--- src/design/vrt_pkg.sv ---
// Shared constants and types for the voxel ray traversal block.
package vrt_pkg;

  // Default grid size
  localparam int GRID_X_DEF = 64;
  localparam int GRID_Y_DEF = 64;
  localparam int GRID_Z_DEF = 32;

  // Voxel codes
  localparam logic [7:0] EMPTY_CODE  = 8'd32;
  localparam logic [7:0] BORDER_CODE = 8'd45;

  // Register reset values and indexes
  localparam logic [21:0] MAX_DIST_RST = 22'd1638400;
  localparam logic [15:0] BORDER_RST   = 16'd3277;
  localparam int          CFG_IDX_W    = 1;
  localparam logic [CFG_IDX_W-1:0] CFG_MAX_DIST = 1'd0;
  localparam logic [CFG_IDX_W-1:0] CFG_BORDER   = 1'd1;

  // Near-vertical ray limits
  localparam logic signed [15:0] VERT_MIN = 16'sd16220;
  localparam logic [15:0]        FLAT_MAX = 16'd16;

  // Saturated crossing time of an axis that never steps
  localparam logic [31:0] RECIP_INF = 32'hFFFF_FFFF;

  // Signed voxel coordinate, holds -1 up to the largest grid size
  localparam int COORD_W = 12;

  // Port widths
  localparam int IN_DATA_W  = 144;
  localparam int OUT_DATA_W = 32;

  // Divider status
  typedef struct packed {
    logic busy;
    logic done;
  } div_stat_t;

endpackage

--- src/design/vrt_mul.sv ---
// Shared 32x32 multiplier with registered product.
module vrt_mul (
  input  logic        clk,
  input  logic [31:0] a,
  input  logic [31:0] b,
  output logic [63:0] prod
);
  import vrt_pkg::*;

  always_ff @(posedge clk) begin
    prod <= 64'(a) * 64'(b);
  end

endmodule

--- config.mk ---
export PLATFORM = sky130hd
export DESIGN_NAME = vrt_mul
export DESIGN_NICKNAME = d
export VERILOG_FILES = /design/src/design/vrt_pkg.sv /design/src/design/vrt_mul.sv
export SDC_FILE = /design/constraint.sdc
export NUM_CORES = 2
export LEC_CHECK = 0
export BUFFER_PORTS_ARGS = -buffer_cell sky130_fd_sc_hd__buf_2
export CAP_MARGIN = 5
export CORE_ASPECT_RATIO = 0.75
export CORE_MARGIN = 4
export CORE_UTILIZATION = 45
export CTS_BUF_LIST = sky130_fd_sc_hd__clkbuf_8
export DETAILED_ROUTE_END_ITERATION = 16
export GPL_TIMING_DRIVEN = 1
export HOLD_SLACK_MARGIN = 0.08
export SYNTH_ARGS = -nofsm -noshare
export SYNTH_HDL_FRONTEND = slang
export SYNTH_SLANG_ARGS = --single-unit
export TNS_END_PERCENT = 30
--- constraint.sdc ---
create_clock -name clk -period 10.6 [get_ports clk]
set_input_delay 2.12 -clock clk [delete_from_list [all_inputs] [get_ports clk]]
set_output_delay 2.12 -clock clk [all_outputs]
set_load 0.02 [all_outputs]
Yosys cells after proc, flatten, opt, wreduce, memory -nomap -nowiden
Cells that the tools add are included.
{"block": "op_classes", "n_addsub": 0, "multipliers": 1, "div_mod_pow": 0, "magnitude_cmp": 0, "n_eq_ne": 0, "shifts": 0, "mux": 0, "bitwise": 0, "reduce_logical": 0}
{"operator": "$mul 32x32->64", "count": 1}
{"block": "word_totals", "reg_bits": 64, "latchBits": 0, "mem_bits_rw": 0, "rom_bits": 0, "input_bits": 65, "out_inout_bits": 64, "elab_cells": 2, "n_memories": 0}

Depth between registers and ports, before layout
{"block": "depth", "ltp_word": 1, "depth_mapped": 29}

Worst setup path before layout
OpenSTA, ideal clock, no wires.
{"block": "synth_timing", "kind": "input to register", "from": "input a[25]", "to": "register prod[62]", "arrival_ns": 8.801, "t_required_ns": 10.528, "path_slack_ns": 1.727, "stages": 25, "n_path_buf": 2, "path_cell_list": "clkbuf_1 -> nand2_1 -> fa_1 -> inv_1 -> fa_1 -> inv_1 -> fa_1 -> inv_1 -> fa_1 -> fa_1 -> fa_1 -> fa_1 -> inv_1 -> fa_1 -> inv_1 -> ha_1 -> buf_2 -> nand4_1 -> or4_1 -> or3_1 -> a31oi_1 -> a31o_2 -> a211oi_1 -> o21ai_1 -> xor2_1"}
{"block": "synth_via", "elab_chain_cells": 1}
{"item": "start: declaration", "line": "vrt_mul.sv:4", "text": "input logic [31:0] a,"}
{"item": "$mul 32x32->64", "line": "vrt_mul.sv:11", "text": "prod <= 64'(a) * 64'(b);"}
{"item": "end signal: assignment", "line": "vrt_mul.sv:11"}
{"item": "end: declaration", "line": "vrt_mul.sv:6", "text": "output logic [63:0] prod"}
No other way between the ends.

Worst setup path in the final report
{"block": "layout_timing", "from": "input b[8]", "to": "register prod[62]"}
{"block": "layout_via", "elab_chain_cells": 1}
{"item": "start: declaration", "line": "vrt_mul.sv:5", "text": "input logic [31:0] b,"}
{"item": "$mul 32x32->64", "line": "vrt_mul.sv:11"}
No other way between the ends.

==> key figures <==
Detailed routing
  • Vias: 24200
  • DR iter-0 viols: 1888
  • Final wirelength: 96700 um
  • Vias per cell: 5.11
  • WL per Instance: 20.4 um
  • TritonRoute pass-1 iters: 5
  • Drc violations: 0
  • Post-DRT Antenna Nets: 0

Die
  • IO Count: 129
  • Initial Util: 45.8%
  • Cell row count: 87
  • Die W: 329 um
  • Die area: 0.0816 mm2
  • Die height: 248 um
  • Core Area: 0.0758 mm2

Cells and area
  • Biggest regs: prod (64)
  • Proportion of layout cells with a drive suffix above 1: 5.34%
  • Fillcell total: 7254
  • Area delta synth->final: 4.58%
  • Max FFs per register: 64
  • # nets final: 4930
  • Most flops, register: prod

Logic synthesis
  • Xor/xnor share of the synthesized area: 1.52%
  • Simple-Gate Fraction of Synth Area: 17.6%
  • Largest family of logic cells by synthesized area: adder cells
  • Synth async-reset ratio: 0%
  • Cells after Synth: 3748
  • Synth Area per Inst: 9.25 um2
  • Number of flops mapped to enable cells by yosys: 0
  • Adder-cell share of the synthesized area: 61.2%
  • Compound-Gate Fraction of Synth Area: 4.15%
  • Synth warn: 0
  • Library cells used by synthesis: 57
  • Synth Flop Type: dfxtp_1
  • Seq cells post-synth: 64
  • Syn_nets: 4972
  • Mux cell area share after synthesis: 0.0289%
  • Post-synthesis sequential area ratio: 3.69%
  • Synthesized area: 0.0347 mm2

STA
  • Final hold viol count: 0
  • Final TNS setup: 0 ns
  • Slew HR: 40.7%
  • Endpoints failing setup: 0
  • RSZ-0062 raised after global routing: false
  • Fin. max-slew vios: 0
  • Max Clock Freq: 104 MHz
  • Fin crit share: 90.8%
  • Min cycle time layout: 9.63 ns
  • Actual slew at the worst max-slew pin: 0.884 ns

Global routing
  • Vias in the first global route: 25500
  • GRT Total Usage: 24.8%
  • Initial antenna violation count: 9
  • First-pass GRT wire length: 156000 um
  • Grt ovf: 0
  • Pin count of the biggest net entering global routing: 33

Placed design
  • Port-buffer cells: 128
  • Gpl congestion: 0.913
  • Hpwl dp: 80900 um

Setup path
  • Top delay family on crit path: adder cells
  • CP peak stage delay: 0.61 ns
  • Setup crit start kind: primary input
  • WP data required: 10.90 ns
  • CP cell instances: buf_2 > nand2_1 > fa_1 > inv_1 > fa_1 > inv_1 > fa_1 > inv_1 > fa_1 > fa_1 > fa_1 > fa_1 > inv_1 > fa_1 > inv_1 > ha_1 > nand4_1 > or4_1 > or3_1 > a31oi_1 > a31o_2 > a211oi_1 > o21ai_1 > xor2_1
  • WP buf/inv: 6
  • Worst EP arrival: 9.93 ns
  • Worst Path Max Fanout: 32
  • Crit Path Class: primary input to flip-flop
  • Critical path origin: b[8]
  • Worst Setup End Kind: flip-flop
  • Cell mode on critical path: fa_1
  • CP max-delay cell: buf_2

CTS
  • Post-cts repair resize count: 0
  • CTS tree: yes
  • Max Buffers Root-to-Sink: 2
  • Hold buffers post-CTS: 0
  • TritonCTS Sinks: 64
  • TritonCTS buffer count: 9
  • Setup Buffers After CTS: 0
  • Clock-pin slew of the registers on the worst-case setup and hold paths: 0.08 ns
  • Clock root buffer: clkbuf_8
  • H-tree Lvls: 3

Job
  • Max-cap violations: 0

Worst hold path
  • Hold Path Sink: prod[0]$_DFF_P_
  • Hold depth: 3
  • HP Class: primary input to flip-flop
  • Hold path start: a[0]

Run status
  • Status: complete, no violations
==> worst max path at each step <==
stage,to,slack (ns),cells after the start
global placement,prod[62]$_DFF_P_,0.71,24
detailed placement,prod[62]$_DFF_P_,0.62,24
global route,prod[62]$_DFF_P_,0.60,24
finish,prod[62]$_DFF_P_,0.97,24
floorplan,prod[62]$_DFF_P_,1.73,25
CTS,prod[62]$_DFF_P_,1.0,24
==> cells by family after synthesis <==
kind of cell | Yosys count
muxes | 1
xor gates and xnor gates | 60
DFF | 64
buffers and inverters | 1085
adders and majority gates | 1159
and+or+nand+nor | 1177
AOI/OAI and AO/OA | 202
==> area by class of cell <==
cell class	instances	area [um2]	share of cell area, %
Multi-Input combinational cell	2599	29300	80.8
Antenna cell	6	15.0	0.0414
Sequential cell	64	1280	3.53
Inverter	865	3250	8.95
Clock buffer	11	151	0.417
Clock inverter	3	42.5	0.117
Tap cell	1023	1280	3.53
Timing Repair Buffer	167	933	2.57
==> metal layers <==
| layer | GRT usage, % | vias up | share of wire [%] |
|---|---|---|---|
| li1 | - | 10800 | - |
| met1 | 40.8 | 12500 | 49 |
| met2 | 31.6 | 937 | 37 |
| met3 | 8.84 | 60 | 13 |
| met4 | 3.00 | 6 | 0.92 |
| met5 | 0 | - | 0.033 |
==> per-stage QoR <==
| stage | utilization (%) | hold WS (ns) | area, um2 | std cells | setup slack, ns |
|---|---|---|---|---|---|
| floorplan | - | 2.25 | 34700 | 3748 | 1.73 |
| global placement | 47.6 | 2.54 | 36100 | 4718 | 0.708 |
| detailed placement | 47.6 | 2.54 | 36100 | 4718 | 0.616 |
| CTS | 47.8 | 2.39 | 36200 | 4732 | 0.996 |
| global route | 47.9 | 2.42 | 36300 | 4736 | 0.595 |
| finish | 47.9 | 2.42 | 36300 | 4738 | 0.971 |
==> cells in the mapped netlist (4+ instances only) <==
master / count / area [um2]
xnor2_1: 35 / 307
nand3_1: 10 / 50.1
o21ai_1: 5 / 25.0
and3_1: 14 / 87.6
nand4_1: 23 / 144
ha_1: 263 / 3290
a31oi_1: 12 / 75.1
inv_1: 865 / 3250
nand2_1: 480 / 1800
xor2_1: 25 / 219
o21a_1: 9 / 67.6
nor2_1: 20 / 75.1
clkbuf_1: 213 / 800
and2_1: 602 / 3770
nor3_1: 7 / 35.0
a221o_1: 4 / 40.0
o21bai_1: 10 / 75.1
o21ai_0: 21 / 105
buf_2: 6 / 30.0
a21o_1: 40 / 300
a21oi_1: 63 / 315
fa_1: 896 / 17900
dfxtp_1: 64 / 1280
==> cells in the final DEF, fill, tap and decap left out, types with 4 or more instances in the layout <==
cell type / Yosys / final
a21o_1: 40 / 40
a21oi_1: 63 / 63
a221o_1: 4 / 4
a31oi_1: 12 / 12
and2_1: 602 / 602
and3_1: 14 / 14
buf_2: 6 / 128
buf_4: 0 / 39
clkbuf_8: 0 / 11
dfxtp_1: 64 / 64
diode_2: 0 / 6
fa_1: 896 / 896
ha_1: 263 / 263
inv_1: 865 / 865
nand2_1: 480 / 480
nand3_1: 10 / 10
nand4_1: 23 / 23
nor2_1: 20 / 20
nor3_1: 7 / 7
o21a_1: 9 / 9
o21ai_0: 21 / 21
o21ai_1: 5 / 5
o21bai_1: 10 / 10
xnor2_1: 35 / 35
xor2_1: 25 / 25
Power is not shown: default switching activity piles up to over one toggle a cycle in this logic, so the estimate is an artifact.
