===== config.mk =====
export PLATFORM = sky130hd
export DESIGN_NAME = vrt_div
export DESIGN_NICKNAME = d
export VERILOG_FILES = /design/src/design/vrt_pkg.sv /design/src/design/vrt_div.sv
export SDC_FILE = /design/constraint.sdc
export NUM_CORES = 1
export LEC_CHECK = 0
export BUFFER_PORTS_ARGS = -buffer_cell sky130_fd_sc_hd__buf_4
export CORE_ASPECT_RATIO = 0.6
export CORE_MARGIN = 2
export CORE_UTILIZATION = 48
export DETAILED_ROUTE_END_ITERATION = 8
export GPL_TIMING_DRIVEN = 0
export PLACE_DENSITY_LB_ADDON = 0.15
export SLEW_MARGIN = 20
export SYNTH_ARGS = -nofsm -noshare
export SYNTH_HDL_FRONTEND = slang
export SYNTH_SLANG_ARGS = --single-unit

===== constraint.sdc =====
create_clock -name clk -period 9 [get_ports clk]
set_input_delay 0.45 -clock clk [delete_from_list [all_inputs] [get_ports clk]]
set_output_delay 0.45 -clock clk [all_outputs]
set_load 0.1 [all_outputs]

===== src/design/vrt_pkg.sv =====
// Shared constants and types for the voxel ray traversal block.
package vrt_pkg;

  // Default grid size
  localparam int GRID_X_DEF = 64;
  localparam int GRID_Y_DEF = 64;
  localparam int GRID_Z_DEF = 32;

  // Voxel codes
  localparam logic [7:0] EMPTY_CODE  = 8'd32;
  localparam logic [7:0] BORDER_CODE = 8'd45;

  // Register reset values and indexes
  localparam logic [21:0] MAX_DIST_RST = 22'd1638400;
  localparam logic [15:0] BORDER_RST   = 16'd3277;
  localparam int          CFG_IDX_W    = 1;
  localparam logic [CFG_IDX_W-1:0] CFG_MAX_DIST = 1'd0;
  localparam logic [CFG_IDX_W-1:0] CFG_BORDER   = 1'd1;

  // Near-vertical ray limits
  localparam logic signed [15:0] VERT_MIN = 16'sd16220;
  localparam logic [15:0]        FLAT_MAX = 16'd16;

  // Saturated crossing time of an axis that never steps
  localparam logic [31:0] RECIP_INF = 32'hFFFF_FFFF;

  // Signed voxel coordinate, holds -1 up to the largest grid size
  localparam int COORD_W = 12;

  // Port widths
  localparam int IN_DATA_W  = 144;
  localparam int OUT_DATA_W = 32;

  // Divider status
  typedef struct packed {
    logic busy;
    logic done;
  } div_stat_t;

endpackage


===== src/design/vrt_div.sv =====
// Bit-serial reciprocal unit: quot = floor(2^30 / divisor), one bit a cycle.
module vrt_div (
  input  logic                clk,
  input  logic                rst,
  input  logic                start,
  input  logic [15:0]         divisor,
  output vrt_pkg::div_stat_t  stat,
  output logic [30:0]         quot
);
  import vrt_pkg::*;

  logic        busy;
  logic        done;
  logic [4:0]  cnt;
  logic [16:0] rem;
  logic [15:0] dvs;
  logic [16:0] rem_sh;
  logic        qbit;
  logic [16:0] rem_next;

  // Shift in the next dividend bit (only the top bit is set) and try subtract
  always_comb begin
    rem_sh   = {rem[15:0], (cnt == 5'd30)};
    qbit     = (rem_sh >= {1'b0, dvs});
    rem_next = qbit ? (rem_sh - {1'b0, dvs}) : rem_sh;
  end

  always_ff @(posedge clk) begin
    if (rst) begin
      busy <= 1'b0;
      done <= 1'b0;
      cnt  <= 5'd0;
    end else begin
      done <= 1'b0;
      if (start) begin
        busy <= 1'b1;
        cnt  <= 5'd30;
        rem  <= 17'd0;
        quot <= 31'd0;
        dvs  <= divisor;
      end else if (busy) begin
        rem  <= rem_next;
        quot <= {quot[29:0], qbit};
        cnt  <= cnt - 5'd1;
        if (cnt == 5'd0) begin
          busy <= 1'b0;
          done <= 1'b1;
        end
      end
    end
  end

  assign stat.busy = busy;
  assign stat.done = done;

endmodule


# After elaboration in Yosys (flattened, before gate mapping)
# Index checks and enable logic that the tools add are counted.
dict set report classes {
  n_reduce_logical 6
  add_sub_neg 2
  n_eq_ne 1
  bitwise 2
  order_cmp 1
  n_mux 9
}
# operator count
set ops {}
lappend ops {{two-way mux 16 bit} 2}
lappend ops {{two-way mux 31 bit} 1}
lappend ops {{>= comparator 17 x 16 -> 1 bit} 1}
lappend ops {{subtractor 16 bit} 1}
lappend ops {{two-way mux 5 bit} 2}
lappend ops {{equality test 5 bit, second input constant} 1}
lappend ops {{zero test 5 bit} 1}
lappend ops {{subtractor 5 x 1 -> 5 bit, second input constant} 1}
lappend ops {{two-way mux 1 bit} 4}
lappend ops {{AND reduction 2 bit} 2}
lappend ops {{OR reduction 3 bit} 1}
lappend ops {{NOT 1 bit} 2}
lappend ops {{nonzero test 2 bit} 1}
lappend ops {{OR reduction 2 bit} 1}
dict set report totals {
  in_bits 19
  output_inout_bits 33
  elab_cells 28
  register_bits 70
}

# Depth between registers and ports, before layout
# Gate-level depths: netlist of the first run.
dict set report logic_depth {
  word_depth 4
  mapped_depth 11
  mapped_depth_nobuf 11
}

# Worst setup path after synthesis of the first run
# OpenSTA, ideal clock, no wires.
dict set report synth_path {
  path_type {input to register}
  start {in start}
  end {reg quot[0], enable pin}
  cell_stages 3
  path_buffers 1
  required_ns 8.548
  setup_ns 0.452
  slack_ns 5.772
  arrival_ns 2.776
  path_cell_list {clkbuf_1 nor2_1 nor2_1}
}
dict set report synth_between {
  elab_chain_len 2
}
# item line
set synth_lines {}
lappend synth_lines {{start, declared} vrt_div.sv:5} ;# input logic start,
lappend synth_lines {{nonzero test 2 bit (no line)} -}
lappend synth_lines {{AND reduction 2 bit (no line)} -}
lappend synth_lines {{end signal, assigned} vrt_div.sv:43} ;# quot <= {quot[29:0], qbit};
lappend synth_lines {{end, declared} vrt_div.sv:8} ;# output logic [30:0] quot
# Every way passes these cells.
# A chain may end at the register's enable or synchronous reset.

# Worst setup path in the final report of the first run
dict set report layout_path {
  start {reg cnt[0]}
  end {reg rem[10], data pin}
}
dict set report layout_between {
  elab_chain_len 4
  word_cells_on_any_way 5
  cone_classes {1 x add/sub; 1 x order compare; 1 x eq/ne; 2 x mux}
}
# item line
set layout_lines {}
lappend layout_lines {{start, declared} vrt_div.sv:14} ;# logic [4:0] cnt;
lappend layout_lines {{start signal, assigned} vrt_div.sv:44} ;# cnt <= cnt - 5'd1;
lappend layout_lines {{equality test 5 bit *} vrt_div.sv:23} ;# rem_sh = {rem[15:0], (cnt == 5'd30)};
lappend layout_lines {{subtractor 16 bit / >= comparator 17 x 16 -> 1 bit (equally long branches)} {vrt_div.sv:25, vrt_div.sv:24}}
lappend layout_lines {{two-way mux 16 bit *} vrt_div.sv:25} ;# rem_next = qbit ? (rem_sh - {1'b0, dvs}) : rem_sh;
lappend layout_lines {{two-way mux 16 bit *} vrt_div.sv:41} ;# end else if (busy) begin
lappend layout_lines {{end signal, assigned} vrt_div.sv:42} ;# rem <= rem_next;
lappend layout_lines {{end, declared} vrt_div.sv:15} ;# logic [16:0] rem;
# Mark *: on every way between the ends. The rest lies on a longest branch, timed or not. The select of a mux whose other input is x is not followed.

==> results of run 1 <==
==> state kept, by name, indices dropped and copies added, names as in the netlist <==
name  flops
dvs      16
rem      16
cnt       5
quot     31
busy      1
done      1
==> per-stage QoR <==
stage | hold WS [ns] | setup WS (ns) | total power (W)
4_1_cts | 0.276 | 6.12 | 0.00103
5_1_grt | 0.275 | 6.00 | 0.00107
6_report | 0.289 | 6.09 | 0.00103
3_5_place_dp | 0.555 | 6.14 | 0.000656
2_1_floorplan | 0.532 | 5.77 | 0.000598
3_3_place_gp | 0.545 | 4.55 | 0.000648
==> power by group through the flow <==
stage	Clock, W	Combinational, W	Sequential (W)
3_5_place_dp	0	0.000251	0.000405
3_3_place_gp	0	0.000242	0.000406
2_1_floorplan	0	0.000134	0.000463
5_1_grt	0.000396	0.000275	0.000401
6_report	0.000373	0.000254	0.000399
4_1_cts	0.000380	0.000253	0.000398
==> kinds of logic after synthesis <==
family / count (synthesis) / synth area share, %
multiplexers: 3 / 0.847
adder cells (fa/ha/maj): 20 / 6.98
flip-flops: 70 / 55.0
AO/OA/AOI/OAI: 83 / 14.8
XOR/XNOR: 10 / 2.37
buffers and inverters: 36 / 4.17
AND/OR/NAND/NOR: 105 / 15.8
==> worst reg2reg max path, delay by kind of cell (launching register included) <==
family / cells / cell delay, ns
DFF: 1 / 0.39
and+or+nand+nor: 3 / 0.68
AOI/OAI and AO/OA: 4 / 0.80
buffers and inverters: 1 / 0.10
adders and majority gates: 3 / 0.69
==> layout by cell type, fill, tap and decap left out, drive strengths merged, types with 5 or more instances in the layout <==
master  netlist  final
inv          22     22
edfxtp       63     63
o21ai        19     19
buf           6     58
ha           19     19
nor3          8      8
clkbuf        7     17
clkinv        1      5
dfxtp         7      7
nor2         15     15
nand2        12     12
nand3        16     16
o21a          6      6
xnor2         7      7
o211ai        7      7
nor2b        33     33
a21oi        26     26
==> worst min-delay path by stage <==
stage           startpoint  cells after the start        to
2_1_floorplan       cnt[0]                      2    cnt[0]
3_3_place_gp      quot[12]                      1  quot[13]
3_5_place_dp      quot[26]                      1  quot[27]
4_1_cts         divisor[0]                      1    dvs[0]
5_1_grt        divisor[12]                      1   dvs[12]
6_report        divisor[0]                      1    dvs[0]
==> final cells by class <==
class                           instances  area [µm²]  area share (%)
Clock buffer                           10         229            5.00
Multi-Input combinational cell        221        1520            33.2
Inverter                               23        86.3            1.89
Buffer                                 13        67.6            1.48
Tap cell                              104         130            2.84
Timing Repair Buffer                   52         425            9.30
Clock inverter                          6        86.3            1.89
Sequential cell                        70        2030            44.4
==> metal layers <==
metal / track usage, % / vias to the layer above / wire length, µm
met3: 5.51 / 11 / 460
met4: 7.45 / 0 / 108
met1: 31.9 / 1322 / 4090
met2: 28.2 / 64 / 3270
met5: 0 / - / 0
li1: - / 1328 / -
==> qor.csv, run 1 <==
stage;metric;value;unit
synthesis;yosysWarnings;0;
placed_design;dp.cells;483;
clocking;clockRootBuffer;clkbuf_16;
worst_setup_path;critical-path-max-stage-delay;0.50;ns
global_route;grt_usage;20.8;%
sta;setup_viol;0;
worst_setup_path;crit_type;reg -> reg;
power;p_comb_share;24.7;%
layout;n_antenna_cell;0;
clocking;worstSkewPairLatency;0.34;ns
placed_design;gp_congestion;0.883;
worst_setup_path;cp.buffers_inverters;1;
placed_design;dp_hpwl;5850;µm
power;switchingPower;0.000312;W
clocking;post_cts_resized;0;
global_route;antenna_found_initial;0;
worst_setup_path;worst-path-stages;11;
worst_setup_path;cp.arrival;2.97;ns
layout;fin_util;62.2;%
floorplanning;dieArea;8440;µm²
worst_setup_path;r2r_start;cnt[0];
clocking;path_clk_slew;0.05;ns
clocking;postCtsHoldBufs;0;
clocking;cts_tree;yes;
clocking;clock_path_buffers;2;
detailed_routing;vias;2725;
sta;finalSetupTns;0;ns
worst_setup_path;required;9.06;ns
detailed_routing;wl;7930;µm
power;clkPwrFrac;36.4;%
synthesis;synth_nets;366;
power;irDropWorstVdd;0.000136;V
synthesis;avgSynthCellArea;11.3;µm²
clocking;cts_htree_levels;3;
sta;min_period;2.91;ns
floorplanning;core;7360;µm²
placed_design;postPlaceCellArea;4260;µm²
sta;clock-skew-final;0.00693;ns
worst_setup_path;cp_max_fo;4;
worst_setup_path;crit_path_end;rem[10];
synthesis;netlist.area_leader.share;51.2;%
run_status;outcome;completed;
flow_run;drv_cap;0;
placed_design;io_buffers;49;
sta;worstMarginPinSlew;0.635;ns
global_route;grt_pass1_wl;12900;µm
floorplanning;fp.dieW;117;µm
synthesis;yosys_most_used_dff;edfxtp_1;
global_route;grt_pass1_vias;2540;
power;switching_share;30.5;%
clocking;cts_buffers;9;
worst_setup_path;crit_path_end_kind;register;
global_route;grt_max_degree;23;
layout;instances_no_fill;499;
layout;fill_cells;589;
worst_setup_path;ff2ff_setup_slack;6.09;ns
synthesis;synthTopCellsByArea;edfxtp_1, ha_1, nor2b_1;
worst_setup_path;cpLargestDelayFamily;compound AO/OA/AOI/OAI gates;
worst_setup_path;r2r-end;rem[10];
detailed_routing;drt_iter0_drc;213;
global_route;grt-ovfl-total;0;
synthesis;ys_types;54;
layout;area_growth;23.8;%
synthesis;synth_edf_count;63;
synthesis;syn_area;3690;µm²
synthesis;yosysMostFrequentCell;edfxtp_1;
detailed_routing;drtAntennaViolNets;0;
sta;grt_setup_unrepaired;false;
sta;final_max_slew_viol_count;0;
power;intPower;0.000713;W
layout;fin_area;4580;µm²
synthesis;synth_common_cells;edfxtp_1, nor2b_1, a21oi_1, inv_1, ha_1;
synthesis;ys_ff_latch;70;
detailed_routing;drc;0;
sta;post-route-period-util;32.3;%
detailed_routing;wl_per_cell;15.9;µm
power;p_leak;1.80;nW
synthesis;yosysTopAreaCell;edfxtp_1;
synthesis;ys_seq_area_share;55.0;%
worst_setup_path;crit_path_cell_trace;inv_1 -> ha_1 -> nand4_1 -> ha_1 -> fa_1 -> nor2b_4 -> o31a_1 -> o31a_1 -> or4_4 -> o211ai_2 -> a21oi_2;
layout;drive_above_1_share;22.3;%
sta;slew_headroom;57.7;%
power;pwr-share-seq;38.9;%
hold_path;hold_class;in -> reg;
synthesis;async_flop_share;0;%
synthesis;synth_cells;327;
floorplanning;io_pins;52;
floorplanning;num_rows;24;
clocking;cts_setup_buffers;0;
worst_setup_path;crit_path_start;cnt[0];
worst_setup_path;reg2regPathDepth;11;
sta;fmax;344;MHz
detailed_routing;viasPerCell;5.46;
worst_setup_path;start_kind;register;
sta;hold_viol;0;
layout;nets;429;
worst_setup_path;critPathSlowestCell;or4_4;
detailed_routing;drt-pass1-iter-count;4;
floorplanning;initial_core_util;50.2;%
clocking;clock-sinks;70;
floorplanning;die_y;72.0;µm
power;powerDensity;224;nW/µm²
Power figures use the tool's default switching activity.
==> inputs of run 2 (changes only) <==
- clock period: 9 -> 2.7 ns (I/O delays scaled with it)
==> run 2 against run 1 <==
Register-to-register slack worse by 6.1 ns. Sequential share of layout area shrank 3.0 points. Fmax increased by 7.9%. Highest routed layer unchanged.
==> qor.csv, run 2 (same netlist as run 1, synthesis figures left out) <==
stage;metric;value;unit;change
sta;fmax;371;MHz;was 344 MHz
detailed_routing;viasPerCell;5.33;;was 5.46
worst_setup_path;crit_path_cell_trace;inv_2 -> ha_4 -> nand4_1 -> ha_2 -> fa_2 -> nor2b_4 -> o31a_1 -> o31a_1 -> or4_4 -> o211ai_2 -> a21oi_2;;was inv_1 -> ha_1 -> nand4_1 -> ha_1 -> fa_1 -> nor2b_4 -> o31a_1 -> o31a_1 -> or4_4 -> o211ai_2 -> a21oi_2
worst_setup_path;reg2regPathDepth;11;;unchanged
layout;instances_no_fill;534;;was 499
placed_design;dp.cells;482;;was 483
global_route;grt_usage;21.6;%;was 20.8%
power;irDropWorstVdd;0.000391;V;was 0.000136 V
layout;drive_above_1_share;27.2;%;was 22.3%
sta;post-route-period-util;99.8;%;was 32.3%
worst_setup_path;crit_type;reg -> reg;;unchanged
layout;largest_register;quot;;unchanged
layout;fill_cells;587;;was 589
clocking;cts_tree;yes;;unchanged
sta;final_max_slew_viol_count;0;;unchanged
clocking;path_clk_slew;0.05;ns;about the same
layout;final_cell_mix;buf_4, edfxtp_1, nor2b_1, inv_1, a21oi_1;;was edfxtp_1, buf_4, nor2b_1, a21oi_1, inv_1
sta;setup_viol;0;;unchanged
flow_run;drv_cap;0;;unchanged
detailed_routing;drt-pass1-iter-count;4;;unchanged
floorplanning;io_pins;52;;unchanged
floorplanning;die_y;72.0;µm;unchanged
layout;fin_util;66.9;%;was 62.2%
worst_setup_path;cpLargestDelayFamily;compound AO/OA/AOI/OAI gates;;unchanged
global_route;grt_max_degree;26;;was 23
detailed_routing;drtAntennaViolNets;0;;unchanged
layout;multi_input_area;1560;µm²;was 1520 µm²
worst_setup_path;worst-path-stages;11;;unchanged
layout;largestRegisters;quot (31), dvs (16), rem (16);;unchanged
clocking;clockRootBuffer;clkbuf_16;;unchanged
sta;clock-skew-final;0.00633;ns;was 0.00693 ns
worst_setup_path;crit_top_cell;o31a_1;;
worst_setup_path;cp.buffers_inverters;1;;unchanged
layout;n_antenna_cell;0;;unchanged
worst_setup_path;crit_path_end;rem[10];;unchanged
placed_design;io_buffers;49;;unchanged
detailed_routing;drc;0;;unchanged
floorplanning;num_rows;24;;unchanged
floorplanning;initial_core_util;50.2;%;unchanged
layout;nets;464;;was 429
clocking;clock_path_buffers;2;;unchanged
sta;hold_viol;0;;unchanged
detailed_routing;wl;8760;µm;was 7930 µm
clocking;worstSkewPairLatency;0.34;ns;about the same
worst_setup_path;crit_path_end_kind;register;;unchanged
worst_setup_path;required;2.76;ns;was 9.06 ns
worst_setup_path;critical-path-max-stage-delay;0.50;ns;about the same
power;p_leak;1.95;nW;was 1.80 nW
worst_setup_path;start_kind;register;;unchanged
clocking;cts_htree_levels;3;;unchanged
worst_setup_path;critPathSlowestCell;or4_4;;unchanged
power;powerDensity;711;nW/µm²;was 224 nW/µm²
run_status;outcome;completed;;unchanged
power;finalPower;0.00350;W;was 0.00103 W
detailed_routing;vias;2847;;was 2725
worst_setup_path;r2r-end;rem[10];;unchanged
layout;area_growth;33.1;%;was 23.8%
sta;grt_setup_unrepaired;true;;was false
worst_setup_path;r2r_start;cnt[0];;unchanged
floorplanning;core;7360;µm²;unchanged
sta;worstMarginPinSlew;0.811;ns;was 0.635 ns
sta;min_period;2.69;ns;was 2.91 ns
layout;fin_area;4920;µm²;was 4580 µm²
sta;slew_headroom;45.8;%;was 57.7%
global_route;grt-ovfl-total;0;;unchanged
floorplanning;fp.dieW;117;µm;unchanged
global_route;grt_pass1_wl;13400;µm;was 12900 µm
floorplanning;dieArea;8440;µm²;unchanged
clocking;cts_buffers;9;;unchanged
layout;regArea;2030;µm²;about the same
layout;largest_reg_flops;31;;unchanged
global_route;antenna_found_initial;0;;unchanged
placed_design;gp_congestion;0.896;;was 0.883
worst_setup_path;crit_path_start;cnt[0];;unchanged
worst_setup_path;cp.arrival;2.75;ns;was 2.97 ns
layout;final_common_cell;buf_4;;was edfxtp_1
placed_design;postPlaceCellArea;4250;µm²;was 4260 µm²
worst_setup_path;cp_max_fo;3;;was 4
hold_path;hold_class;in -> reg;;unchanged
detailed_routing;drt_iter0_drc;189;;was 213
placed_design;dp_hpwl;5850;µm;about the same
worst_setup_path;ff2ff_setup_slack;0.005;ns;was 6.09 ns
global_route;grt_pass1_vias;2615;;was 2540
clocking;clock-sinks;70;;unchanged
detailed_routing;wl_per_cell;16.4;µm;was 15.9 µm
==> run 2: worst register-to-register path, stage by stage (launching register included) <==
cell and delay [ns]:
dfxtp_2 0.35, inv_2 0.05, ha_4 0.14, nand4_1 0.10, ha_2 0.21, fa_2 0.23, nor2b_4 0.05, o31a_1 0.29
o31a_1 0.33, or4_4 0.50, o211ai_2 0.09, a21oi_2 0.07
==> run 2: what timing repair did <==
item                                    in CTS  in global routing
gates resized for setup                      6                 11
endpoints found under the setup margin       3                 11
gates cloned                                 0                  0
hold buffers                                16                  0
buffers inserted                            19                  3
pin swaps                                    9                  9
hold endpoints to repair                    16                  0
==> run 2: worst min path at each step <==
| stage | startpoint | cells past startpoint | to |
|---|---|---|---|
| after floorplan | divisor[0] | 0 | dvs[0] |
| after global placement | divisor[1] | 1 | dvs[1] |
| after detailed placement | divisor[2] | 1 | dvs[2] |
| after CTS | rst | 2 | cnt[4] |
| after global routing | rst | 2 | cnt[2] |
| final | rst | 2 | cnt[2] |
==> run 2: power breakdown <==
part / switching [W] / internal [W]
clock network: 0.000430 / 0.000834
registers: 0.0000444 / 0.00128
logic: 0.000582 / 0.000322
total: 0.00106 / 0.00244
==> run 2: area by class of cell <==
cell class	instances	share of cell area, %
buffer	13	1.48
clock buffer	13	5.09
timing repair buffer	87	14.7
tap	104	2.65
inverter	23	1.76
multi-input combinational	221	31.6
clock inverter	3	1.37
sequential	70	41.4
==> run 2: metal layers <==
metal / vias to the layer above / wire (µm) / part of all wire (%) / GRT usage (%)
li1: 1406 / - / - / -
met1: 1347 / 4360 / 50 / 32.8
met2: 81 / 3770 / 43 / 29.4
met3: 13 / 525 / 6.0 / 6.43
met4: 0 / 103 / 1.2 / 7.45
met5: - / 0 / 0 / 0
==> run 2: per-stage QoR <==
step | worst slack (ns) | hold slack (ns) | setup TNS [ns]
5_1_grt | -0.0652 | 0.274 | -0.0871
3_5_place_dp | -0.164 | 0.314 | -0.406
2_1_floorplan | 0.104 | 0.234 | 0
6_report | 0.00501 | 0.247 | 0
4_1_cts | -0.0883 | 0.223 | -0.0883
3_3_place_gp | -0.267 | 0.313 | -13.98
